===== src/rtl/dbs_pkg.sv =====
`default_nettype none
package dbs_pkg;

    localparam int DEPTH_W    = 32;
    localparam int HANDLE_W   = 16;
    localparam int VCNT_W     = 5;
    localparam int SUM_W      = 32;
    localparam int BSIZE_W    = 32;
    localparam int CFG_IDX_W  = 1;
    localparam int CFG_DATA_W = 32;

    localparam int NUM_BUCKETS_DEF = 64;
    localparam int POOL_SIZE_DEF   = 64;

    localparam logic [CFG_IDX_W-1:0] CFG_CACHE_EN    = 1'b0;
    localparam logic [CFG_IDX_W-1:0] CFG_BUCKET_SIZE = 1'b1;

    localparam logic               CACHE_EN_RST    = 1'b1;
    localparam logic [BSIZE_W-1:0] BUCKET_SIZE_RST = 32'h0001_0000;

    localparam logic MODE_INSERT = 1'b0;
    localparam logic MODE_FLUSH  = 1'b1;

    localparam logic [DEPTH_W-1:0] DEPTH_SAT = '1;

    // control shared by every cell of the sorted chain
    typedef struct packed {
        logic insert;
        logic shift;
    } t_cell_ctl;

endpackage
`default_nettype wire


===== src/rtl/dbs_cell.sv =====
`default_nettype none
module dbs_cell #(
    parameter int KEY_W = 38
) (
    input  wire logic                        i_clk,
    input  wire logic                        i_rst_n,
    input  wire dbs_pkg::t_cell_ctl          i_ctl,
    input  wire logic [KEY_W-1:0]            i_new_key,
    input  wire logic [dbs_pkg::HANDLE_W-1:0] i_new_handle,
    input  wire logic                        i_prev_gt,
    input  wire logic                        i_prev_valid,
    input  wire logic [KEY_W-1:0]            i_prev_key,
    input  wire logic [dbs_pkg::HANDLE_W-1:0] i_prev_handle,
    input  wire logic                        i_next_valid,
    input  wire logic [KEY_W-1:0]            i_next_key,
    input  wire logic [dbs_pkg::HANDLE_W-1:0] i_next_handle,
    output logic                             o_gt,
    output logic                             o_valid,
    output logic [KEY_W-1:0]                 o_key,
    output logic [dbs_pkg::HANDLE_W-1:0]     o_handle
);
    import dbs_pkg::*;

    logic                r_valid, n_valid;
    logic [KEY_W-1:0]    r_key, n_key;
    logic [HANDLE_W-1:0] r_handle, n_handle;
    logic                w_gt;

    // strictly farther entries stay ahead, so equal keys put the newest first
    assign w_gt = r_valid && (r_key > i_new_key);

    always_comb begin
        n_valid  = r_valid;
        n_key    = r_key;
        n_handle = r_handle;
        if (i_ctl.shift) begin
            n_valid  = i_next_valid;
            n_key    = i_next_key;
            n_handle = i_next_handle;
        end else if (i_ctl.insert && !w_gt) begin
            if (i_prev_gt) begin
                n_valid  = 1'b1;
                n_key    = i_new_key;
                n_handle = i_new_handle;
            end else begin
                n_valid  = i_prev_valid;
                n_key    = i_prev_key;
                n_handle = i_prev_handle;
            end
        end
    end

    always_ff @(posedge i_clk) begin
        if (!i_rst_n) begin
            r_valid <= 1'b0;
        end else begin
            r_valid <= n_valid;
        end
    end

    always_ff @(posedge i_clk) begin
        r_key    <= n_key;
        r_handle <= n_handle;
    end

    assign o_gt     = w_gt;
    assign o_valid  = r_valid;
    assign o_key    = r_key;
    assign o_handle = r_handle;

endmodule
`default_nettype wire


===== config.mk =====
export PLATFORM = sky130hd
export DESIGN_NAME = dbs_cell
export DESIGN_NICKNAME = d
export VERILOG_FILES = /design/src/rtl/dbs_pkg.sv /design/src/rtl/dbs_cell.sv
export SDC_FILE = /design/constraint.sdc
export NUM_CORES = 1
export LEC_CHECK = 0
export ABC_AREA = 1
export BUFFER_PORTS_ARGS = -buffer_cell sky130_fd_sc_hd__buf_2
export CORE_AREA = 2 2 84 106
export CTS_CLUSTER_DIAMETER = 40
export DETAILED_ROUTE_END_ITERATION = 7
export DIE_AREA = 0 0 86 108
export PLACE_DENSITY = 0.88
export SLEW_MARGIN = 40
export SYNTH_ARGS = -nofsm -noshare
export SYNTH_HDL_FRONTEND = slang
export SYNTH_SLANG_ARGS = --single-unit

===== constraint.sdc =====
create_clock -name i_clk -period 3.8 [get_ports i_clk]
set_input_delay 0.19 -clock i_clk [delete_from_list [all_inputs] [get_ports i_clk]]
set_output_delay 0.19 -clock i_clk [all_outputs]
set_load 0.005 [all_outputs]

Yosys cells after proc, flatten, opt, wreduce, memory -nomap -nowiden --
Index checks and enable logic that the tools add are counted.
Storage, ports and cells: flip-flop bits (word level) 55, bits in latches 0, memory bits (writable) 0, memory bits (read-only) 0, bits of input ports 169, output and inout port bits 56, logic and storage cells 17, memories kept 0
Cells by class: $add $sub $neg 0, multipliers 0, div/mod/pow operators 0, order comparisons 1, eq/ne operators 0, shifts and indexed selects 0, muxes and demuxes 9, bitwise gates (word level) 0, reduce and logical (&&, ||, !) cells 4
Operators by type and width (number):
- $mux W38 | 3
- $mux W16 | 3
- $gt A38 B38 Y1 | 1
- $mux W1 | 3
- $logic_and A1 B1 Y1 | 2
- $reduce_bool A2 Y1 | 1
- $logic_not A1 Y1 | 1

Depth between registers and ports, before layout --
word-level depth 6, depth in mapped cells 16

Worst setup path before layout --
No wires, ideal clock.
kind reg2reg, start point register r_key[37], in the netlist o_key[37], end point register r_handle[0], in the netlist o_handle[0] (enable), library setup time 0.389 ns, arrival time 2.050 ns, slack 1.361 ns, cell stages (with the launch flop) 12, path buffers 0, period minus slack after synthesis 2.439 ns, cell sequence edfxtp_1 ha_1 nand2_2 nor2_4 nand3_1 nor2_1 nand3_1 nand2_1 inv_1 nand2_2 nand2_2 nand2_2
Between the ends: longest elaborated chain between the ends 5
Ends and longest elaborated chain:
- start: declaration | RTL line dbs_cell.sv:25 | logic [KEY_W-1:0] r_key, n_key;
- start signal: assignment | RTL line dbs_cell.sv:62 | r_key <= n_key;
- $gt A38 B38 Y1 | RTL line dbs_cell.sv:30 | assign w_gt = r_valid && (r_key > i_new_key);
- $logic_and A1 B1 Y1 | RTL line dbs_cell.sv:30
- $logic_not A1 Y1 | RTL line dbs_cell.sv:40 | end else if (i_ctl.insert && !w_gt) begin
- $logic_and A1 B1 Y1 | RTL line dbs_cell.sv:40
- $reduce_bool A2 Y1 (no source line)
- end signal: assignment | RTL line dbs_cell.sv:63 | r_handle <= n_handle;
- end: declaration | RTL line dbs_cell.sv:26 | logic [HANDLE_W-1:0] r_handle, n_handle;
Every way passes these cells. A chain may end at the register's enable or synchronous reset.

Worst setup path in the final report --
start point register r_key[5], in the netlist o_key[5], end point register r_key[25], in the netlist o_key[25] (enable)
Between the ends: longest elaborated chain between the ends 5
Ends and longest elaborated chain (RTL line):
- $gt A38 B38 Y1 | dbs_cell.sv:30
- $logic_and A1 B1 Y1 | dbs_cell.sv:30
- $logic_not A1 Y1 | dbs_cell.sv:40
- $logic_and A1 B1 Y1 | dbs_cell.sv:40
- $reduce_bool A2 Y1 (no source line)
Every way passes these cells.

==> Implementation_results.wiki <==
{| class="wikitable"
! Metric !! Value
|-
| Floorplan Core Area || 8190 µm²
|-
| Sequential area share after synthesis || 0.420
|-
| Drt wl/cell || around 14 µm
|-
| I/O pins || approximately 230
|-
| Maximum achievable frequency || 405 MHz
|-
| Static leakage || 2.71 nW
|-
| Via-to-Cell Ratio || 5.15
|-
| Critical-path maximum fanout || 38
|-
| Terminus of the critical flop-to-flop path || o_key[25]$_DFFE_PP_
|-
| Number of global-route vias before repair || 4115
|-
| Share of power burned in the clock network || 0.247
|-
| Switching part of the total power || 0.301
|-
| Clock Root Buffer || sky130_fd_sc_hd__clkbuf_8
|-
| Main area contributors after synthesis || sky130_fd_sc_hd__edfxtp_1 42%, sky130_fd_sc_hd__a21oi_1 15%, sky130_fd_sc_hd__ha_1 12%
|-
| Max-Cap Viols || 0
|-
| Synthesized instance count || 494
|-
| Data arrival time of the critical path || 2480 ps
|-
| TritonCTS clock tree || yes
|-
| Placer congestion estimate || roughly 0.85
|-
| Die height || between 100 and 150 µm
|-
| Synthesized Nets || ~700
|-
| TritonCTS buffer count || 5
|-
| Sinks on the clock net || 55
|-
| Die area || 9290 µm²
|-
| Effective utilization at floorplan || 0.477
|-
| Outcome || finished clean
|-
| Total count of hold-check failures in the final report || 0
|-
| Grt total ovfl || 0
|-
| CTS H-Tree Depth || 2
|-
| Unrepaired setup endpoints after global routing || no
|-
| Hold endpoint || o_valid$_SDFFE_PN0P_
|-
| Element type at the critical path start || flip-flop
|-
| Reg clk slew, reported paths || 100 ps
|-
| Final instance area || about 5200 µm²
|-
| Hold slack || ~120 ps
|-
| Slew Limit Headroom || 0.513
|-
| Maximum number of pins on one net before global-route repair || between 50 and 60
|-
| Final worst clock skew || 5.84 ps
|-
| Startpoint of the lowest-slack register-to-register path || o_key[5]$_DFFE_PP_
|-
| Final worst setup slack || 1330 ps
|-
| PnR Total Power || roughly 1.6 mW
|-
| Power dissipated by switching net loads || around 0.49 mW
|-
| Layout cell share with drive strength beyond 1 || 0.369
|-
| Seq cells post-synth || 55
|-
| Sum Neg Setup Slack || 0 ps
|-
| Total wire length after detailed routing || 11600 µm
|-
| Cells on worst reg2reg path || 13
|-
| First-pass GRT wire length || 18200 µm
|-
| Final Setup Violations || 0
|-
| Post-CTS setup repair buffer count || 0
|-
| HPWL Detailed || between 8000 and 9000 µm
|-
| Violation count after the first detailed-routing iteration || 251
|-
| Int Power || 1.15 mW
|-
| Post-synth EDFFs || 54
|-
| Post-place setup slack || 1270 ps
|-
| Number of buffers inserted by port buffering || approximately 220
|-
| P per Cell Area || 316 nW/µm²
|-
| Met1 capacity usage during global routing || 0.272
|-
| Cts repair resizes || 0
|-
| Buffers from clock root to sink, at most || 2
|-
| GR Layer Usage met3 || 0.0344
|-
| Standard cell area after detailed placement || around 5000 µm²
|-
| Worst-margin pin slew || ~730 ps
|-
| Part of the power in combinational logic || 0.285
|-
| GR peak layer || met2
|-
| Router iterations before antenna repair || 5
|-
| Cell Rows || 37
|-
| Post-synthesis cell type with the largest combined area || sky130_fd_sc_hd__edfxtp_1
|-
| Worst-Skew Late Latency || ~310 ps
|-
| Average cell area after synthesis || 7.91 µm²
|-
| Endpoint type of the worst setup path || flip-flop
|-
| Fraction of registers with async set/reset || 0
|-
| Beginning of the worst hold path || i_rst_n
|-
| Class of the worst hold path || input port to flip-flop
|-
| Critical path data required time || around 3800 ps
|-
| Largest voltage drop on the vdd net || 0.265 mV
|-
| Worst hold path stage count || 3
|-
| Synth Warn # || 0
|-
| Count of unique library cells instantiated by Yosys || 25
|-
| Final count of pins violating max slew || 0
|-
| Number of buffers added to fix hold violations after cts || 0
|-
| Area growth from synthesis to final layout || 33.2%
|-
| Sequential share of power || 0.468
|-
| Path type of the worst setup path || flip-flop to flip-flop
|-
| Area of the mapped netlist || just under 4000 µm²
|-
| Commonest register cell after synthesis || sky130_fd_sc_hd__edfxtp_1
|-
| Final worst path period need || 2470 ps
|-
| Total Nets Final || 913
|-
| Met2 Use GR || 0.467
|-
| Initial antenna violation count || 0
|-
| DRC || 0
|-
| Die extent in x || ~86 µm
|-
| Worst R2R Setup Slack || between 1000 and 1500 ps
|-
| Top cell types by occurrence after synthesis || 120 x sky130_fd_sc_hd__a21oi_1, 100 x sky130_fd_sc_hd__nand2_1, 64 x sky130_fd_sc_hd__nor2_1
|-
| Detail Route Antenna Nets || 0
|-
| Area fraction of the dominant cell type after synthesis || 0.415
|-
| Combined global-route utilization of all metal layers || 0.245
|-
| Final Cycle Share || 0.650
|-
| Diode insertion count for antenna repair || 0
|-
| Via count || slightly above 4k
|-
| Library cell with the highest instance count after synthesis || sky130_fd_sc_hd__a21oi_1
|}
metrics by stage:
step | cells | utilization
floorplan | 494 | -
global placement | 796 | 0.621
detailed placement | 796 | 0.621
CTS | 804 | 0.635
global route | 804 | 0.635
finish | 804 | 0.635
placed cells by master (no fill, tap or decap), drive strengths merged:
cell,synthesis,layout
buf,12,228
a21oi,122,122
nand2,110,110
nor2,72,72
inv,57,57
edfxtp,54,54
ha,38,38
nand3,6,6
clkbuf,11,5
clkinv,3,5
a21o,2,2
o21ai,2,2
o21bai,1,1
a21boi,1,1
o22ai,1,1
or3,1,1
bufinv,0,1
dfxtp,1,1
cell families (layout without fill, tap and decap cells):
kind of cell	count (synthesis)	count (layout)	share of synthesized area
adder cells (fa/ha/maj)	38	38	0.122
flip-flops	55	55	0.420
AO/OA/AOI/OAI	129	129	0.170
AND/OR/NAND/NOR	189	189	0.203
buffers and inverters	83	296	0.0846
metal layers:
layer  vias to the layer above  wire length (µm)
li1                       2057                 -
met1                      1855              4360
met2                       198              6190
met3                        28               713
met4                         0               308
met5                         -                 0
critical path, stage by stage (launching register included):
cell and delay (ps):
sky130_fd_sc_hd__edfxtp_1 420, sky130_fd_sc_hd__ha_1 320, sky130_fd_sc_hd__nand2_1 90, sky130_fd_sc_hd__nor2_1 60, sky130_fd_sc_hd__nand2_1 60, sky130_fd_sc_hd__nand2_1 40
sky130_fd_sc_hd__nor2_1 150, sky130_fd_sc_hd__nor2_2 60, sky130_fd_sc_hd__nor2_1 130, sky130_fd_sc_hd__nand2_2 60, sky130_fd_sc_hd__nand2_2 70, sky130_fd_sc_hd__nand2_2 50
sky130_fd_sc_hd__nand2_2 350, sky130_fd_sc_hd__buf_12 300
flip-flops by register name, indices dropped and copies added, names as in the netlist:
| name | flops |
|---|---|
| o_key | 38 |
| o_handle | 16 |
| o_valid | 1 |
cell type report:
type	instances	area (µm²)
clock buffer	5	68.8
clock inverter	3	47.5
fill	712	2990
inverter	60	226
multi-input combinational	356	1930
sequential	55	1640
tap	97	121
timing repair buffer	228	1160
worst max-delay path by stage:
stage / from / end / slack (ps) / cells past startpoint
final: o_key[5]$_DFFE_PP_ / o_key[25]$_DFFE_PP_ / 1330 / 13
after global routing: o_key[35]$_DFFE_PP_ / o_key[25]$_DFFE_PP_ / 1090 / 12
after CTS: o_key[5]$_DFFE_PP_ / o_key[4]$_DFFE_PP_ / 1240 / 13
after detailed placement: o_key[5]$_DFFE_PP_ / o_key[30]$_DFFE_PP_ / 1270 / 13
after global placement: o_key[5]$_DFFE_PP_ / o_handle[13]$_DFFE_PP_ / 1380 / 13
after floorplan: o_key[37]$_DFFE_PP_ / o_handle[0]$_DFFE_PP_ / 1360 / 11
power groups by stage:
stage               combinational (mW)  sequential (mW)  clock (mW)
floorplan                        0.240            0.790           0
global placement                 0.450            0.779           0
detailed placement               0.468            0.785           0
CTS                              0.471            0.771       0.420
global route                     0.530            0.777       0.437
finish                           0.469            0.770       0.406
Note: power is estimated with default switching activity, not from simulation.
