File: config.mk
export PLATFORM = sky130hd
export DESIGN_NAME = dbs_div
export DESIGN_NICKNAME = d
export VERILOG_FILES = /design/src/rtl/dbs_pkg.sv /design/src/rtl/dbs_div.sv
export SDC_FILE = /design/constraint.sdc
export NUM_CORES = 1
export LEC_CHECK = 0
export ABC_AREA = 1
export BUFFER_PORTS_ARGS = -buffer_cell sky130_fd_sc_hd__buf_2
export CORE_ASPECT_RATIO = 0.7
export CORE_MARGIN = 10
export CORE_UTILIZATION = 57
export CTS_CLUSTER_SIZE = 40
export DETAILED_ROUTE_END_ITERATION = 7
export PLACE_DENSITY_LB_ADDON = 0.2
export SYNTH_ARGS = -nofsm -noshare
export SYNTH_HDL_FRONTEND = slang
export SYNTH_SLANG_ARGS = --single-unit
File: constraint.sdc
create_clock -name i_clk -period 2.64 [get_ports i_clk]
set_clock_uncertainty 0.15 [all_clocks]
set_input_delay 0.132 -clock i_clk [delete_from_list [all_inputs] [get_ports i_clk]]
set_output_delay 0.132 -clock i_clk [all_outputs]
set_load 0.05 [all_outputs]
File: src/rtl/dbs_pkg.sv
`default_nettype none
package dbs_pkg;

    localparam int DEPTH_W    = 32;
    localparam int HANDLE_W   = 16;
    localparam int VCNT_W     = 5;
    localparam int SUM_W      = 32;
    localparam int BSIZE_W    = 32;
    localparam int CFG_IDX_W  = 1;
    localparam int CFG_DATA_W = 32;

    localparam int NUM_BUCKETS_DEF = 64;
    localparam int POOL_SIZE_DEF   = 64;

    localparam logic [CFG_IDX_W-1:0] CFG_CACHE_EN    = 1'b0;
    localparam logic [CFG_IDX_W-1:0] CFG_BUCKET_SIZE = 1'b1;

    localparam logic               CACHE_EN_RST    = 1'b1;
    localparam logic [BSIZE_W-1:0] BUCKET_SIZE_RST = 32'h0001_0000;

    localparam logic MODE_INSERT = 1'b0;
    localparam logic MODE_FLUSH  = 1'b1;

    localparam logic [DEPTH_W-1:0] DEPTH_SAT = '1;

    // control shared by every cell of the sorted chain
    typedef struct packed {
        logic insert;
        logic shift;
    } t_cell_ctl;

endpackage
`default_nettype wire

File: src/rtl/dbs_div.sv
`default_nettype none
module dbs_div (
    input  wire logic                       i_clk,
    input  wire logic                       i_rst_n,
    input  wire logic                       i_start,
    input  wire logic [dbs_pkg::DEPTH_W-1:0] i_rem,
    input  wire logic [dbs_pkg::DEPTH_W-1:0] i_dvd,
    input  wire logic [dbs_pkg::DEPTH_W-1:0] i_dsr,
    output logic                            o_done,
    output logic [dbs_pkg::DEPTH_W-1:0]     o_quo
);
    import dbs_pkg::*;

    localparam int CNT_W = $clog2(DEPTH_W);

    logic               r_busy, n_busy;
    logic               r_done, n_done;
    logic [CNT_W-1:0]   r_cnt, n_cnt;
    logic [DEPTH_W-1:0] r_rem, n_rem;
    logic [DEPTH_W-1:0] r_quo, n_quo;
    logic [DEPTH_W-1:0] r_dsr, n_dsr;
    logic [DEPTH_W:0]   w_trial;
    logic [DEPTH_W+1:0] w_diff;
    logic               w_ge;

    // restoring division, one quotient bit per cycle
    assign w_trial = {r_rem, r_quo[DEPTH_W-1]};
    assign w_diff  = {1'b0, w_trial} - {2'b00, r_dsr};
    assign w_ge    = ~w_diff[DEPTH_W+1];

    always_comb begin
        n_busy = r_busy;
        n_done = 1'b0;
        n_cnt  = r_cnt;
        n_rem  = r_rem;
        n_quo  = r_quo;
        n_dsr  = r_dsr;
        if (i_start) begin
            n_busy = 1'b1;
            n_cnt  = '0;
            n_rem  = i_rem;
            n_quo  = i_dvd;
            n_dsr  = i_dsr;
        end else if (r_busy) begin
            n_rem = w_ge ? w_diff[DEPTH_W-1:0] : w_trial[DEPTH_W-1:0];
            n_quo = {r_quo[DEPTH_W-2:0], w_ge};
            n_cnt = r_cnt + 1'b1;
            if (r_cnt == CNT_W'(DEPTH_W - 1)) begin
                n_busy = 1'b0;
                n_done = 1'b1;
            end
        end
    end

    always_ff @(posedge i_clk) begin
        if (!i_rst_n) begin
            r_busy <= 1'b0;
            r_done <= 1'b0;
            r_cnt  <= '0;
        end else begin
            r_busy <= n_busy;
            r_done <= n_done;
            r_cnt  <= n_cnt;
        end
    end

    always_ff @(posedge i_clk) begin
        r_rem <= n_rem;
        r_quo <= n_quo;
        r_dsr <= n_dsr;
    end

    assign o_done = r_done;
    assign o_quo  = r_quo;

endmodule
`default_nettype wire

Word-level counts from Yosys, hierarchy flattened
Index checks and enable logic that the tools add are counted.
Cells by class
  add/subtract/negate cells: 2
  $mul: 0
  div/mod/pow operators: 0
  order comparisons: 0
  eq/ne operators: 1
  shifts and indexed selects: 0
  multiplexer cells: 9
  bitwise operators: 3
  reductions and logical operators: 3
Operators by type and width (count)
  two-way mux 32 bit: 5
  subtractor 33 x 32 -> 34 bit: 1
  adder 5 x 1 -> 5 bit, second input constant: 1
  == test 5 bit, second input constant: 1
  two-way mux 1 bit: 4
  inverter 1 bit: 3
  OR reduction 3 bit: 1
  nonzero test 2 bit: 1
  OR reduction 2 bit: 1
Word-level totals
  register bits: 103
  latch bits: 0
  bits in writable memories: 0
  memory bits (read-only): 0
  word-level logic and storage cells: 24
  memories: 0

Logic depth before layout (Yosys ltp)
Gate-level depths: netlist of the first run.
  depth after elaboration: 4
  gate-level depth with buffers: 16
  gate-level depth less buffers: 16

Worst setup path before layout of the first run
No wires, ideal clock.
  kind: reg2reg
  start: register r_quo[31] (netlist: o_quo[31])
  end: register r_rem[28] (data pin)
  setup time: 252 ps
  arrival: 2225 ps
  required time: 2238 ps
  path slack: 13 ps
  stages on the path, launching flop included: 16
  path buffers: 0
  clock period less this slack: 2627 ps
  path through: edfxtp_1 > inv_1 > ha_1 > fa_1 > inv_1 > nand3_1 > nand2_1 > nand2_1 > nand2_1 > nand2_1 > nand2_1 > nand2_1 > nand3_1 > nand3_1 > nand2_1 > nand2_1
Between the ends
  cells in the longest elaborated chain, start to end: 4
Ends and longest elaborated chain
  start, declared: line dbs_div.sv:20  | logic [DEPTH_W-1:0] r_quo, n_quo;
  start signal, assigned: line dbs_div.sv:69  | r_quo <= n_quo;
  subtractor 33 x 32 -> 34 bit: line dbs_div.sv:28  | assign w_diff = {1'b0, w_trial} - {2'b00, r_dsr};
  two-way mux 32 bit: line dbs_div.sv:45  | n_rem = w_ge ? w_diff[DEPTH_W-1:0] : w_trial[DEPTH_W-1:0];
  two-way mux 32 bit: line dbs_div.sv:44  | end else if (r_busy) begin
  two-way mux 32 bit: line dbs_div.sv:38  | if (i_start) begin
  net n_rem[28]: line dbs_div.sv:19  | logic [DEPTH_W-1:0] r_rem, n_rem;
  end signal, assigned: line dbs_div.sv:68  | r_rem <= n_rem;
  end, declared: line dbs_div.sv:19
The timed path passes the listed nets, and every way through them passes these cells. The select of a mux whose other input is x is not followed.
A chain may end at the register's enable or synchronous reset.

Worst setup path in the final report of the first run
  start: register r_rem[14]
  end: register r_rem[19] (data pin)
Between the ends
  cells in the longest elaborated chain, start to end: 4
Ends and longest elaborated chain (line)
  subtractor 33 x 32 -> 34 bit: dbs_div.sv:28
  two-way mux 32 bit: dbs_div.sv:45
  two-way mux 32 bit: dbs_div.sv:44
  two-way mux 32 bit: dbs_div.sv:38
  net n_rem[19]: dbs_div.sv:19
The timed path passes the listed nets, and every way through them passes these cells. The select of a mux whose other input is x is not followed.

==> report_table.html, run 1 <==
<table>
<tr><th>Metric</th><th>Value</th></tr>
<tr><th colspan="2">GRT</th></tr>
<tr><td>Maximum number of pins on one net before global-route repair</td><td>between 60 and 70</td></tr>
<tr><td>Remaining Overflow, GRT</td><td>0</td></tr>
<tr><td>Via count of the first global-routing pass</td><td>7,263</td></tr>
<tr><td>GRT Util Overall</td><td>26.1%</td></tr>
<tr><td>First-pass GRT wire length</td><td>36,900 µm</td></tr>
<tr><td>Antenna violations before repair</td><td>0</td></tr>
<tr><th colspan="2">Flow run</th></tr>
<tr><td>Max-capacitance violation count</td><td>0</td></tr>
<tr><th colspan="2">Cells and area</th></tr>
<tr><td>Layout-stage area growth over the synthesis result</td><td>32.1%</td></tr>
<tr><td>Final non-filler cell total</td><td>1,380</td></tr>
<tr><td>Fraction of final layout cells with drive strength greater than 1</td><td>16.8%</td></tr>
<tr><td>Fin nets</td><td>~1,400</td></tr>
<tr><td>Total area of sequential cells</td><td>3020 µm²</td></tr>
<tr><td>Combined area of the multi-input logic cells</td><td>3330 µm²</td></tr>
<tr><td>ANT cells</td><td>0</td></tr>
<tr><td>Filler cell count in the final layout</td><td>slightly below 900</td></tr>
<tr><th colspan="2">Critical path</th></tr>
<tr><td>CP arrival</td><td>2490 ps</td></tr>
<tr><td>Required time at the worst-slack endpoint</td><td>2600 ps</td></tr>
<tr><td>WS Path Type</td><td>register to register</td></tr>
<tr><td>Worst-path fanout max</td><td>4</td></tr>
<tr><td>Type of origin of the critical path</td><td>register</td></tr>
<tr><td>Kind of end point of the critical path</td><td>register</td></tr>
<tr><th colspan="2">STA</th></tr>
<tr><td>Hold Worst Slack</td><td>23.6 ps</td></tr>
<tr><td>Final worst-path setup slack</td><td>113 ps</td></tr>
<tr><td>Final-report hold violation count</td><td>0</td></tr>
<tr><td>Upper clock frequency limit</td><td>0.396 GHz</td></tr>
<tr><td>Transition time of the tightest slew-check pin</td><td>around 690 ps</td></tr>
<tr><td>Final worst-path cycle share</td><td>between 90% and 100%</td></tr>
<tr><td>Worst max-slew margin expressed relative to the limit</td><td>54.2%</td></tr>
<tr><td>Final setup violating endpoints</td><td>0</td></tr>
<tr><td>Final max-slew violation count</td><td>0</td></tr>
<tr><td>Final critical delay including setup and external delays</td><td>around 2500 ps</td></tr>
<tr><th colspan="2">Routing</th></tr>
<tr><td>TritonRoute pass-1 iters</td><td>5</td></tr>
<tr><td>Total detailed-routing wirelength</td><td>22,900 µm</td></tr>
<tr><td>Routed via count</td><td>7,264</td></tr>
<tr><td>Post-DR vias/cell</td><td>5.26</td></tr>
<tr><td>Wire length per cell after detailed routing</td><td>16.6 µm</td></tr>
<tr><td>Number of DRC markers in iteration 0</td><td>768</td></tr>
<tr><td>Detailed-route DRC error count</td><td>0</td></tr>
<tr><td>Routed Antenna Nets</td><td>0</td></tr>
<tr><th colspan="2">Yosys</th></tr>
<tr><td>Number of nets in the synthesized netlist</td><td>about 1,100</td></tr>
<tr><td>Cell accounting for the most synthesized area</td><td>sky130_fd_sc_hd__edfxtp_1</td></tr>
<tr><td>Number of enable flip-flop cells after synthesis</td><td>96</td></tr>
<tr><td>Predominant post-synthesis flop cell</td><td>sky130_fd_sc_hd__edfxtp_1</td></tr>
<tr><td>Most frequent cell after synthesis</td><td>sky130_fd_sc_hd__nand2_1</td></tr>
<tr><td>Synthesized area per cell</td><td>7.22 µm²</td></tr>
<tr><td>Fraction of post-synthesis cell area in the top cell type by area</td><td>40.9%</td></tr>
<tr><td>Most used standard cells in the synthesized netlist</td><td>sky130_fd_sc_hd__nand2_1 (448), sky130_fd_sc_hd__inv_1 (158), sky130_fd_sc_hd__edfxtp_1 (96)</td></tr>
<tr><td>Synthesis-stage register bit count</td><td>between 100 and 150</td></tr>
<tr><td>Area contributors post-synth</td><td>sky130_fd_sc_hd__edfxtp_1 (41%), sky130_fd_sc_hd__nand2_1 (24%), sky130_fd_sc_hd__inv_1 (8.4%), sky130_fd_sc_hd__ha_1 (6.0%), sky130_fd_sc_hd__nand3_1 (4.4%)</td></tr>
<tr><td>Post-Synthesis Cell Area</td><td>7050 µm²</td></tr>
<tr><td>Syn Inst Count</td><td>977</td></tr>
<tr><td>Seq/Total Area, Yosys</td><td>42.9%</td></tr>
<tr><td>Share of synthesized flip-flops with an asynchronous set or reset</td><td>0%</td></tr>
<tr><td>Yosys cell types</td><td>36</td></tr>
<tr><td>Total number of yosys warnings</td><td>0</td></tr>
<tr><th colspan="2">Clocking</th></tr>
<tr><td>CTS Buf Count</td><td>9</td></tr>
<tr><td>H-tree levels</td><td>3</td></tr>
<tr><td>Root Driver</td><td>sky130_fd_sc_hd__clkbuf_16</td></tr>
<tr><td>Largest buffer count on any clock path</td><td>2</td></tr>
<tr><td>Clock transition at the register clock pins on the worst setup and hold paths after CTS</td><td>80 ps</td></tr>
<tr><td>CTS tree</td><td>done</td></tr>
<tr><td>Clock sink count</td><td>roughly 100</td></tr>
<tr><td>Clk Latency, worst-skew pair</td><td>360 ps</td></tr>
<tr><th colspan="2">Placement</th></tr>
<tr><td>DPL Wire Length</td><td>15,700 µm</td></tr>
<tr><td>Total of buffers placed on input and output ports</td><td>131</td></tr>
<tr><td>Final RePlAce weighted congestion</td><td>1.06</td></tr>
<tr><td>Number of placed cells counting well taps</td><td>1,265</td></tr>
<tr><td>Post-placement worst setup slack</td><td>-50.5 ps</td></tr>
<tr><th colspan="2">Status</th></tr>
<tr><td>Status</td><td>completed</td></tr>
<tr><th colspan="2">Pwr</th></tr>
<tr><td>IR drop worst, VDD</td><td>between 0.4 and 0.5 mV</td></tr>
<tr><td>Cell area power density</td><td>about 730 nW/µm²</td></tr>
<tr><td>Post-layout power</td><td>slightly below 7000 µW</td></tr>
<tr><td>Static leakage</td><td>0.00495 µW</td></tr>
<tr><th colspan="2">Floorplanning</th></tr>
<tr><td>Vertical die dimension</td><td>roughly 110 µm</td></tr>
<tr><td>Number of top-level pins</td><td>132</td></tr>
<tr><td>Count of standard-cell rows</td><td>33</td></tr>
<tr><td>Total die area</td><td>~17,000 µm²</td></tr>
<tr><td>Area of the core</td><td>11,900 µm²</td></tr>
<tr><td>Die width</td><td>153 µm</td></tr>
<tr><td>Initial core utilization</td><td>59.3%</td></tr>
<tr><th colspan="2">Worst hold path</th></tr>
<tr><td>Type of the tightest min-delay check</td><td>primary input to register</td></tr>
</table>
[worst paths after layout]
check	startpoint	to	slack, ps	depth (start not counted)
worst min-delay path	i_start	r_busy	20	3
worst max-delay path	r_rem[14]	r_rem[19]	110	12
worst max register to register	r_rem[14]	r_rem[19]	110	12
worst min register to register	r_cnt[4]	r_cnt[4]	320	2
[kinds of logic (layout without fill, tap and decap cells)]
family | after synthesis | after routing | synth area share (%)
DFF | 103 | 103 | 42.9
and+or+nand+nor | 608 | 608 | 36.2
buffers and inverters | 186 | 432 | 10.4
adders and majority gates | 35 | 35 | 6.32
xor gates and xnor gates | 15 | 15 | 1.86
AOI/OAI and AO/OA | 30 | 30 | 2.38
[per-layer routing]
metal | share of wire (%) | track usage (%) | vias to the layer above
li1 | - | - | 3523
met4 | 1.6 | 6.08 | 0
met1 | 43 | 34.2 | 3314
met5 | 0 | 0 | -
met2 | 44 | 41.0 | 387
met3 | 12 | 8.70 | 40
[through the flow]
step | area, µm² | TNS (ps) | util, %
after CTS | 9280 | 0 | 78.0
final | 9320 | 0 | 78.4
after detailed placement | 8010 | -85.8 | 67.3
after global placement | 8010 | 0 | 67.3
after floorplan | 7050 | 0 | -
after global routing | 9320 | -16.2 | 78.4
[critical path: stages, from the launching register on]
cell,delay [ps]
sky130_fd_sc_hd__edfxtp_1,440
sky130_fd_sc_hd__ha_1,400
sky130_fd_sc_hd__nand2_1,140
sky130_fd_sc_hd__nor2_2,210
sky130_fd_sc_hd__inv_1,80
sky130_fd_sc_hd__nor2_1,180
sky130_fd_sc_hd__nand4_1,140
sky130_fd_sc_hd__nand3_1,100
sky130_fd_sc_hd__nand2_1,50
sky130_fd_sc_hd__nand2_1,160
sky130_fd_sc_hd__nand2_1,90
sky130_fd_sc_hd__nand2_1,90
sky130_fd_sc_hd__nand2_1,50
[cells in the final DEF, fill, tap and decap left out, types with 3 or more instances in the layout]
cell type / n
sky130_fd_sc_hd__nor3_1: 4
sky130_fd_sc_hd__edfxtp_1: 96
sky130_fd_sc_hd__nand2_2: 12
sky130_fd_sc_hd__o21ai_0: 3
sky130_fd_sc_hd__buf_4: 21
sky130_fd_sc_hd__dlygate4sd3_1: 97
sky130_fd_sc_hd__ha_1: 33
sky130_fd_sc_hd__nand2_4: 3
sky130_fd_sc_hd__nand3_1: 62
sky130_fd_sc_hd__clkbuf_16: 9
sky130_fd_sc_hd__buf_12: 4
sky130_fd_sc_hd__xnor2_1: 13
sky130_fd_sc_hd__dfxtp_1: 7
sky130_fd_sc_hd__nor2_1: 43
sky130_fd_sc_hd__nor2_2: 3
sky130_fd_sc_hd__inv_2: 8
sky130_fd_sc_hd__buf_2: 130
sky130_fd_sc_hd__nand4_1: 10
sky130_fd_sc_hd__nand3b_1: 21
sky130_fd_sc_hd__inv_1: 156
sky130_fd_sc_hd__a21oi_1: 20
sky130_fd_sc_hd__nand2_1: 441
[where the power goes]
group | internal [µW] | leakage (µW) | switching, µW
clock network | 667 | 0.000142 | 676
logic | 1180 | 0.00379 | 2070
registers | 2080 | 0.00102 | 130
[state kept, by name (all words and copies together) (netlist names)]
| register | count |
|---|---|
| o_quo | 32 |
| r_dsr | 32 |
| r_rem | 32 |
| r_cnt | 5 |
| o_done | 1 |
| r_busy | 1 |
[area by class of cell]
| type | instances | share of cell area (%) |
|---|---|---|
| Clock inverter | 6 | 0.671 |
| Timing Repair Buffer | 252 | 20.0 |
| Clock buffer | 10 | 2.46 |
| Multi-Input combinational cell | 688 | 35.8 |
| Tap cell | 157 | 2.11 |
| Sequential cell | 103 | 32.4 |
| Inverter | 164 | 6.61 |
[what timing repair did]
action	CTS	global route
pin swaps	0	1
hold buffers	97	0
setup endpoints to repair	3	23
setup buffers	0	2
resized for setup	3	9
endpoints found under the hold margin	97	0
Note: power is estimated with default switching activity, not from simulation.
==> run 2: changes to the inputs <==
--- a/config.mk
+++ b/config.mk
@@ -9,10 +9,11 @@
 export BUFFER_PORTS_ARGS = -buffer_cell sky130_fd_sc_hd__buf_2
 export CORE_ASPECT_RATIO = 0.7
 export CORE_MARGIN = 10
-export CORE_UTILIZATION = 57
+export CORE_UTILIZATION = 35
 export CTS_CLUSTER_SIZE = 40
 export DETAILED_ROUTE_END_ITERATION = 7
 export PLACE_DENSITY_LB_ADDON = 0.2
+export SKIP_CTS_REPAIR_TIMING = 1
 export SYNTH_ARGS = -nofsm -noshare
 export SYNTH_HDL_FRONTEND = slang
 export SYNTH_SLANG_ARGS = --single-unit
==> report_table.html, run 2 (synthesis gave the netlist of run 1 again) <==
<table>
<tr><th>Metric</th><th>Value</th></tr>
<tr><th colspan="2">Critical path</th></tr>
<tr><td>Kind of end point of the critical path</td><td>register (unchanged)</td></tr>
<tr><td>Ordered list of cells on the worst path</td><td>inv_1 -&gt; ha_1 -&gt; fa_2 -&gt; inv_1 -&gt; nand3_1 -&gt; nand2_2 -&gt; nand2_1 -&gt; nand2_2 -&gt; nand2_1 -&gt; nand2_2 -&gt; nand2_1 -&gt; nand3_1 -&gt; nand3_1 -&gt; nand2_1 -&gt; nand2_1 (was ha_1 -&gt; nand2_1 -&gt; nor2_2 -&gt; inv_1 -&gt; nor2_1 -&gt; nand4_1 -&gt; nand3_1 -&gt; nand2_1 -&gt; nand2_1 -&gt; nand2_1 -&gt; nand2_1 -&gt; nand2_1)</td></tr>
<tr><td>R2r worst-path depth</td><td>15 (was 12)</td></tr>
<tr><td>Worst r2r src</td><td>o_quo[31] (was r_rem[14])</td></tr>
<tr><td>CP arrival</td><td>2490 ps (about the same)</td></tr>
<tr><td>Slowest-stage cell, CP</td><td>sky130_fd_sc_hd__fa_2 (was sky130_fd_sc_hd__edfxtp_1)</td></tr>
<tr><td>Type of origin of the critical path</td><td>register (unchanged)</td></tr>
<tr><td>Setup slack of the most critical reg-to-reg path</td><td>120 ps (was 110 ps)</td></tr>
<tr><td>Required time at the worst-slack endpoint</td><td>2610 ps (was 2600 ps)</td></tr>
<tr><td>Largest stage delay, worst path</td><td>390 ps (was 440 ps)</td></tr>
<tr><td>Most common cell on crit path</td><td>sky130_fd_sc_hd__nand2_1 (unchanged)</td></tr>
<tr><td>Worst-path fanout max</td><td>4 (unchanged)</td></tr>
<tr><td>Critical register-to-register path endpoint</td><td>r_rem[28] (was r_rem[19])</td></tr>
<tr><td>Buf/Inv on CP</td><td>2 (was 1)</td></tr>
<tr><td>Cell class contributing the biggest share of worst-path delay</td><td>simple AND/OR/NAND/NOR gates (unchanged)</td></tr>
<tr><td>WS Path Type</td><td>register to register (unchanged)</td></tr>
<tr><th colspan="2">Pwr</th></tr>
<tr><td>Cell area power density</td><td>712 nW/µm² (was 730 nW/µm²)</td></tr>
<tr><td>Combinational cell fraction of total power</td><td>48.4% (was 47.7%)</td></tr>
<tr><td>Net switching fraction of the power</td><td>41.4% (was 42.2%)</td></tr>
<tr><td>Internal Power</td><td>4000 µW (was 3930 µW)</td></tr>
<tr><td>Sequential fraction of design power</td><td>32.2% (was 32.5%)</td></tr>
<tr><td>Switching power</td><td>2820 µW (was 2870 µW)</td></tr>
<tr><td>Static leakage</td><td>0.00503 µW (was 0.00495 µW)</td></tr>
<tr><td>Clock network power share</td><td>19.4% (was 19.7%)</td></tr>
<tr><td>IR drop worst, VDD</td><td>0.473 mV (was 0.421 mV)</td></tr>
<tr><th colspan="2">Floorplanning</th></tr>
<tr><td>Total die area</td><td>26,300 µm² (was 17,300 µm²)</td></tr>
<tr><td>Vertical die dimension</td><td>139 µm (was 113 µm)</td></tr>
<tr><td>Area of the core</td><td>19,800 µm² (was 11,900 µm²)</td></tr>
<tr><td>Die width</td><td>190 µm (was 153 µm)</td></tr>
<tr><td>Count of standard-cell rows</td><td>43 (was 33)</td></tr>
<tr><td>Number of top-level pins</td><td>132 (unchanged)</td></tr>
<tr><td>Initial core utilization</td><td>35.6% (was 59.3%)</td></tr>
<tr><th colspan="2">Clocking</th></tr>
<tr><td>Clk Latency, worst-skew pair</td><td>370 ps (was 360 ps)</td></tr>
<tr><td>CTS Buf Count</td><td>9 (unchanged)</td></tr>
<tr><td>Clock transition at the register clock pins on the worst setup and hold paths after CTS</td><td>70 ps (was 80 ps)</td></tr>
<tr><td>Clock sink count</td><td>103 (unchanged)</td></tr>
<tr><td>Largest buffer count on any clock path</td><td>2 (unchanged)</td></tr>
<tr><td>Root Driver</td><td>sky130_fd_sc_hd__clkbuf_16 (unchanged)</td></tr>
<tr><td>H-tree levels</td><td>3 (unchanged)</td></tr>
<tr><td>CTS tree</td><td>done (unchanged)</td></tr>
<tr><th colspan="2">STA</th></tr>
<tr><td>Final-report hold violation count</td><td>0 (unchanged)</td></tr>
<tr><td>Final worst-path setup slack</td><td>120 ps (was 113 ps)</td></tr>
<tr><td>Upper clock frequency limit</td><td>0.397 GHz (was 0.396 GHz)</td></tr>
<tr><td>Final critical delay including setup and external delays</td><td>2520 ps (was 2530 ps)</td></tr>
<tr><td>Transition time of the tightest slew-check pin</td><td>668 ps (was 687 ps)</td></tr>
<tr><td>Final worst-path cycle share</td><td>95.4% (was 95.7%)</td></tr>
<tr><td>Final max-slew violation count</td><td>0 (unchanged)</td></tr>
<tr><td>Setup TNS after final layout</td><td>0 ps (unchanged)</td></tr>
<tr><td>Final setup violating endpoints</td><td>0 (unchanged)</td></tr>
<tr><td>Worst max-slew margin expressed relative to the limit</td><td>55.4% (was 54.2%)</td></tr>
<tr><th colspan="2">Routing</th></tr>
<tr><td>Wire length per cell after detailed routing</td><td>15.1 µm (was 16.6 µm)</td></tr>
<tr><td>TritonRoute pass-1 iters</td><td>4 (was 5)</td></tr>
<tr><td>Post-DR vias/cell</td><td>4.54 (was 5.26)</td></tr>
<tr><td>Detailed-route DRC error count</td><td>0 (unchanged)</td></tr>
<tr><td>Total detailed-routing wirelength</td><td>22,700 µm (was 22,900 µm)</td></tr>
<tr><td>Routed Antenna Nets</td><td>0 (unchanged)</td></tr>
<tr><td>Number of DRC markers in iteration 0</td><td>436 (was 768)</td></tr>
<tr><td>Routed via count</td><td>6,844 (was 7,264)</td></tr>
<tr><th colspan="2">Status</th></tr>
<tr><td>Status</td><td>completed (unchanged)</td></tr>
<tr><th colspan="2">Worst hold path</th></tr>
<tr><td>Capture endpoint of the worst hold path</td><td>r_busy (unchanged)</td></tr>
<tr><td>Critical hold path startpoint</td><td>i_start (unchanged)</td></tr>
<tr><td>Type of the tightest min-delay check</td><td>primary input to register (unchanged)</td></tr>
<tr><td>Number of instances on the worst hold path</td><td>3 (unchanged)</td></tr>
<tr><th colspan="2">Cells and area</th></tr>
<tr><td>Fraction of final layout cells with drive strength greater than 1</td><td>18.0% (was 16.8%)</td></tr>
<tr><td>Final non-filler cell total</td><td>1,507 (was 1,380)</td></tr>
<tr><td>Fin nets</td><td>1,366 (was 1,352)</td></tr>
<tr><td>Filler cell count in the final layout</td><td>2,017 (was 868)</td></tr>
<tr><td>Most frequent standard cell in the layout excluding fill and tap cells</td><td>sky130_fd_sc_hd__nand2_1 (unchanged)</td></tr>
<tr><td>Layout-stage area growth over the synthesis result</td><td>35.9% (was 32.1%)</td></tr>
<tr><td>Final non-filler cell area</td><td>9590 µm² (was 9320 µm²)</td></tr>
<tr><td>Final core utilization</td><td>48.4% (was 78.4%)</td></tr>
<tr><td>ANT cells</td><td>0 (unchanged)</td></tr>
<tr><td>Most frequent cells in the layout</td><td>sky130_fd_sc_hd__nand2_1 (440), sky130_fd_sc_hd__inv_1 (156), sky130_fd_sc_hd__buf_2 (130), sky130_fd_sc_hd__dlygate4sd3_1 (97), sky130_fd_sc_hd__edfxtp_1 (96) (was sky130_fd_sc_hd__nand2_1 (441), sky130_fd_sc_hd__inv_1 (156), sky130_fd_sc_hd__buf_2 (130), sky130_fd_sc_hd__dlygate4sd3_1 (97), sky130_fd_sc_hd__edfxtp_1 (96))</td></tr>
<tr><th colspan="2">Placement</th></tr>
<tr><td>DPL Wire Length</td><td>17,400 µm (was 15,700 µm)</td></tr>
<tr><td>Number of placed cells counting well taps</td><td>1,392 (was 1,265)</td></tr>
<tr><td>Final RePlAce weighted congestion</td><td>0.966 (was 1.06)</td></tr>
<tr><td>Placement Cell Area</td><td>8280 µm² (was 8010 µm²)</td></tr>
<tr><td>Total of buffers placed on input and output ports</td><td>131 (unchanged)</td></tr>
<tr><td>Post-placement worst setup slack</td><td>-77.8 ps (was -50.5 ps)</td></tr>
<tr><th colspan="2">GRT</th></tr>
<tr><td>Via count of the first global-routing pass</td><td>6,482 (was 7,263)</td></tr>
<tr><td>GRT Util Overall</td><td>16.6% (was 26.1%)</td></tr>
<tr><td>Maximum number of pins on one net before global-route repair</td><td>64 (was 66)</td></tr>
<tr><td>Remaining Overflow, GRT</td><td>0 (unchanged)</td></tr>
<tr><td>First-pass GRT wire length</td><td>35,000 µm (was 36,900 µm)</td></tr>
<tr><td>Antenna violations before repair</td><td>0 (unchanged)</td></tr>
<tr><th colspan="2">Flow run</th></tr>
<tr><td>Max-capacitance violation count</td><td>0 (unchanged)</td></tr>
</table>
run 2: cell count changes in the layout (fill, tap and decap cells not counted), sizes merged:
| cell | previous run | this run |
|---|---|---|
| clkbuf | 10 | 11 |
| buf | 155 | 169 |
| clkinv | 3 | 1 |
| inv | 167 | 168 |
run 2: stage by stage:
stage | hold slack (ps) | power [µW]
after global routing | 40.9 | 7350
after CTS | -232 | 6680
after global placement | 160 | 5340
after floorplan | 80.9 | 4350
final | 49.5 | 6830
after detailed placement | 160 | 5330
run 2: final cells by class:
class	count	area [µm²]	area share, %
clock buffer	11	233	2.43
sequential	103	3020	31.5
inverter	164	616	6.42
tap	270	338	3.52
multi-input combinational	688	3340	34.9
clock inverter	5	41.3	0.431
timing repair buffer	266	1990	20.8
run 2: worst max path at each step:
stage	start	cells after the start	slack (ps)	end
detailed placement	o_quo[31]	15	-80	r_rem[28]
global route	o_quo[31]	15	-40	r_rem[28]
global placement	o_quo[31]	15	-40	r_rem[30]
CTS	o_quo[31]	15	-80	r_rem[28]
finish	o_quo[31]	15	120	r_rem[28]
floorplan	o_quo[31]	15	10	r_rem[28]
run 2: power by group through the flow:
stage                     combinational, µW  clock [µW]  sequential, µW
after global placement                 3120           0            2230
final                                  3300        1320            2200
after detailed placement               3100           0            2230
after CTS                              3120        1370            2200
after floorplan                        1960           0            2390
after global routing                   3700        1420            2230
run 2: tightest hold or removal path, delay by kind of cell:
family | cells | cell delay [ps]
AOI/OAI and AO/OA | 1 | 170
buffers and inverters | 1 | 130
and+or+nand+nor | 1 | 70
run 2: layer usage:
layer	wire length [µm]	vias to the layer above	part of all wire, %	global-route usage [%]
met1	11800	3078	52	24.1
met2	9070	200	40	22.7
met4	179	0	0.79	3.08
li1	-	3551	-	-
met5	0	-	0	0
met3	1690	15	7.4	6.21
==> run 3: changes to the inputs <==
--- a/config.mk
+++ b/config.mk
@@ -13,6 +13,7 @@
 export CTS_CLUSTER_SIZE = 40
 export DETAILED_ROUTE_END_ITERATION = 7
 export PLACE_DENSITY_LB_ADDON = 0.2
+export REMOVE_ABC_BUFFERS = 1
 export SKIP_CTS_REPAIR_TIMING = 1
 export SYNTH_ARGS = -nofsm -noshare
 export SYNTH_HDL_FRONTEND = slang
==> report_table.html, run 3 (synthesis gave the netlist of run 1 again) <==
<table>
<tr><th>Metric</th><th>Value</th></tr>
<tr><th colspan="2">Routing</th></tr>
<tr><td>Post-DR vias/cell</td><td>4.51 (was 4.54)</td></tr>
<tr><td>Detailed-route DRC error count</td><td>0 (unchanged)</td></tr>
<tr><td>Routed via count</td><td>6,812 (was 6,844)</td></tr>
<tr><td>Number of DRC markers in iteration 0</td><td>336 (was 436)</td></tr>
<tr><td>Total detailed-routing wirelength</td><td>21,800 µm (was 22,700 µm)</td></tr>
<tr><td>Wire length per cell after detailed routing</td><td>14.4 µm (was 15.1 µm)</td></tr>
<tr><td>TritonRoute pass-1 iters</td><td>5 (was 4)</td></tr>
<tr><td>Routed Antenna Nets</td><td>0 (unchanged)</td></tr>
<tr><th colspan="2">Critical path</th></tr>
<tr><td>Ordered list of cells on the worst path</td><td>inv_1 -&gt; ha_1 -&gt; fa_2 -&gt; inv_1 -&gt; nand3_1 -&gt; nand2_2 -&gt; nand2_1 -&gt; nand2_2 -&gt; nand2_1 -&gt; nand2_2 -&gt; nand2_2 -&gt; nand3_1 -&gt; nand3_1 -&gt; nand2_1 -&gt; nand2_1 (was inv_1 -&gt; ha_1 -&gt; fa_2 -&gt; inv_1 -&gt; nand3_1 -&gt; nand2_2 -&gt; nand2_1 -&gt; nand2_2 -&gt; nand2_1 -&gt; nand2_2 -&gt; nand2_1 -&gt; nand3_1 -&gt; nand3_1 -&gt; nand2_1 -&gt; nand2_1)</td></tr>
<tr><td>Kind of end point of the critical path</td><td>register (unchanged)</td></tr>
<tr><td>CP arrival</td><td>2480 ps (was 2490 ps)</td></tr>
<tr><td>WS Path Type</td><td>register to register (unchanged)</td></tr>
<tr><td>Largest stage delay, worst path</td><td>370 ps (was 390 ps)</td></tr>
<tr><td>Required time at the worst-slack endpoint</td><td>2610 ps (about the same)</td></tr>
<tr><td>Type of origin of the critical path</td><td>register (unchanged)</td></tr>
<tr><td>Worst-path fanout max</td><td>4 (unchanged)</td></tr>
<tr><td>Slowest-stage cell, CP</td><td>sky130_fd_sc_hd__fa_2 (unchanged)</td></tr>
<tr><th colspan="2">GRT</th></tr>
<tr><td>GRT Util Overall</td><td>15.9% (was 16.6%)</td></tr>
<tr><td>Remaining Overflow, GRT</td><td>0 (unchanged)</td></tr>
<tr><td>Antenna violations before repair</td><td>0 (unchanged)</td></tr>
<tr><td>Maximum number of pins on one net before global-route repair</td><td>74 (was 64)</td></tr>
<tr><td>Via count of the first global-routing pass</td><td>6,372 (was 6,482)</td></tr>
<tr><td>First-pass GRT wire length</td><td>33,500 µm (was 35,000 µm)</td></tr>
<tr><th colspan="2">Pwr</th></tr>
<tr><td>IR drop worst, VDD</td><td>0.426 mV (was 0.473 mV)</td></tr>
<tr><td>Cell area power density</td><td>707 nW/µm² (was 712 nW/µm²)</td></tr>
<tr><td>Static leakage</td><td>0.00505 µW (was 0.00503 µW)</td></tr>
<tr><td>Post-layout power</td><td>6820 µW (was 6830 µW)</td></tr>
<tr><th colspan="2">STA</th></tr>
<tr><td>Final-report hold violation count</td><td>0 (unchanged)</td></tr>
<tr><td>Final max-slew violation count</td><td>0 (unchanged)</td></tr>
<tr><td>Final critical delay including setup and external delays</td><td>2500 ps (was 2520 ps)</td></tr>
<tr><td>Final worst-path setup slack</td><td>136 ps (was 120 ps)</td></tr>
<tr><td>Setup repair after global routing missed its margin</td><td>true</td></tr>
<tr><td>Transition time of the tightest slew-check pin</td><td>590 ps (was 668 ps)</td></tr>
<tr><td>Final setup violating endpoints</td><td>0 (unchanged)</td></tr>
<tr><td>Hold Worst Slack</td><td>127 ps (was 49.5 ps)</td></tr>
<tr><td>Worst max-slew margin expressed relative to the limit</td><td>60.6% (was 55.4%)</td></tr>
<tr><td>Final worst-path cycle share</td><td>94.9% (was 95.4%)</td></tr>
<tr><td>Upper clock frequency limit</td><td>0.399 GHz (was 0.397 GHz)</td></tr>
<tr><th colspan="2">Cells and area</th></tr>
<tr><td>Most frequent cells in the layout</td><td>sky130_fd_sc_hd__nand2_1 (441), sky130_fd_sc_hd__inv_1 (156), sky130_fd_sc_hd__buf_2 (130), sky130_fd_sc_hd__dlygate4sd3_1 (97), sky130_fd_sc_hd__edfxtp_1 (96) (was sky130_fd_sc_hd__nand2_1 (440), sky130_fd_sc_hd__inv_1 (156), sky130_fd_sc_hd__buf_2 (130), sky130_fd_sc_hd__dlygate4sd3_1 (97), sky130_fd_sc_hd__edfxtp_1 (96))</td></tr>
<tr><td>Final non-filler cell area</td><td>9650 µm² (was 9590 µm²)</td></tr>
<tr><td>Final core utilization</td><td>48.7% (was 48.4%)</td></tr>
<tr><td>Most frequent standard cell in the layout excluding fill and tap cells</td><td>sky130_fd_sc_hd__nand2_1 (unchanged)</td></tr>
<tr><td>Fin nets</td><td>1,369 (was 1,366)</td></tr>
<tr><td>ANT cells</td><td>0 (unchanged)</td></tr>
<tr><td>Fraction of final layout cells with drive strength greater than 1</td><td>18.3% (was 18.0%)</td></tr>
<tr><td>Layout-stage area growth over the synthesis result</td><td>36.8% (was 35.9%)</td></tr>
<tr><th colspan="2">Flow run</th></tr>
<tr><td>Max-capacitance violation count</td><td>0 (unchanged)</td></tr>
<tr><th colspan="2">Placement</th></tr>
<tr><td>Post-placement worst setup slack</td><td>-35.5 ps (was -77.8 ps)</td></tr>
<tr><td>Final RePlAce weighted congestion</td><td>0.941 (was 0.966)</td></tr>
<tr><td>Placement Cell Area</td><td>8300 µm² (was 8280 µm²)</td></tr>
<tr><td>Total of buffers placed on input and output ports</td><td>131 (unchanged)</td></tr>
<tr><td>DPL Wire Length</td><td>16,700 µm (was 17,400 µm)</td></tr>
<tr><th colspan="2">Clocking</th></tr>
<tr><td>Clk Latency, worst-skew pair</td><td>370 ps (about the same)</td></tr>
<tr><td>CTS Buf Count</td><td>9 (unchanged)</td></tr>
<tr><td>Clock transition at the register clock pins on the worst setup and hold paths after CTS</td><td>70 ps (about the same)</td></tr>
<tr><td>Clock sink count</td><td>103 (unchanged)</td></tr>
<tr><td>Root Driver</td><td>sky130_fd_sc_hd__clkbuf_16 (unchanged)</td></tr>
<tr><td>CTS tree</td><td>done (unchanged)</td></tr>
<tr><td>H-tree levels</td><td>3 (unchanged)</td></tr>
<tr><td>Largest buffer count on any clock path</td><td>2 (unchanged)</td></tr>
<tr><th colspan="2">Worst hold path</th></tr>
<tr><td>Type of the tightest min-delay check</td><td>primary input to register (unchanged)</td></tr>
<tr><th colspan="2">Status</th></tr>
<tr><td>Status</td><td>completed (unchanged)</td></tr>
<tr><th colspan="2">Floorplanning</th></tr>
<tr><td>Total die area</td><td>26,300 µm² (unchanged)</td></tr>
<tr><td>Initial core utilization</td><td>35.6% (unchanged)</td></tr>
<tr><td>Die width</td><td>190 µm (unchanged)</td></tr>
<tr><td>Count of standard-cell rows</td><td>43 (unchanged)</td></tr>
<tr><td>Vertical die dimension</td><td>139 µm (unchanged)</td></tr>
<tr><td>Number of top-level pins</td><td>132 (unchanged)</td></tr>
<tr><td>Area of the core</td><td>19,800 µm² (unchanged)</td></tr>
</table>
[run 3: area by class of cell]
class	instances	area (µm²)
fill	2078	10200
multi-input combinational	688	3370
sequential	103	3020
timing repair buffer	269	2020
inverter	164	616
tap	270	338
clock buffer	10	229
clock inverter	6	51.3
[run 3: report_power, final]
part           switching [µW]  leakage (µW)  total [µW]  internal, µW
sequential                119       0.00102        2200          2080
clock                     650      0.000141        1310           658
combinational            2010       0.00389        3310          1290
[run 3: critical path, delay by kind of cell (launching register included)]
kind	cells	cell delay, ps
buf+inv	2	160
simple gates	11	990
flops	1	350
fa+ha+maj	2	590
[run 3: layer usage]
layer  up-vias  GRT usage [%]  part of all wire [%]
met1      3071           23.1                    52
met5         -              0                     0
met3        14           5.70                   6.6
li1       3560              -                     -
met4         0           3.58                  0.78
met2       167           21.8                    40
[run 3: stage by stage]
| step | TNS (ps) | std cells |
|---|---|---|
| floorplan | 0 | 955 |
| global placement | -33.2 | 1395 |
| detailed placement | -35.5 | 1395 |
| CTS | -75.4 | 1411 |
| global route | -32.5 | 1510 |
| finish | 0 | 1510 |
[run 3: final timing paths]
path              depth (start not counted)  slack [ps]   endpoint      start
hold / removal                            3         130   o_quo[7]    i_start
hold reg to reg                           1         320   r_cnt[2]   r_cnt[2]
setup reg to reg                         15         140  r_rem[28]  o_quo[31]
setup / recovery                         15         140  r_rem[28]  o_quo[31]
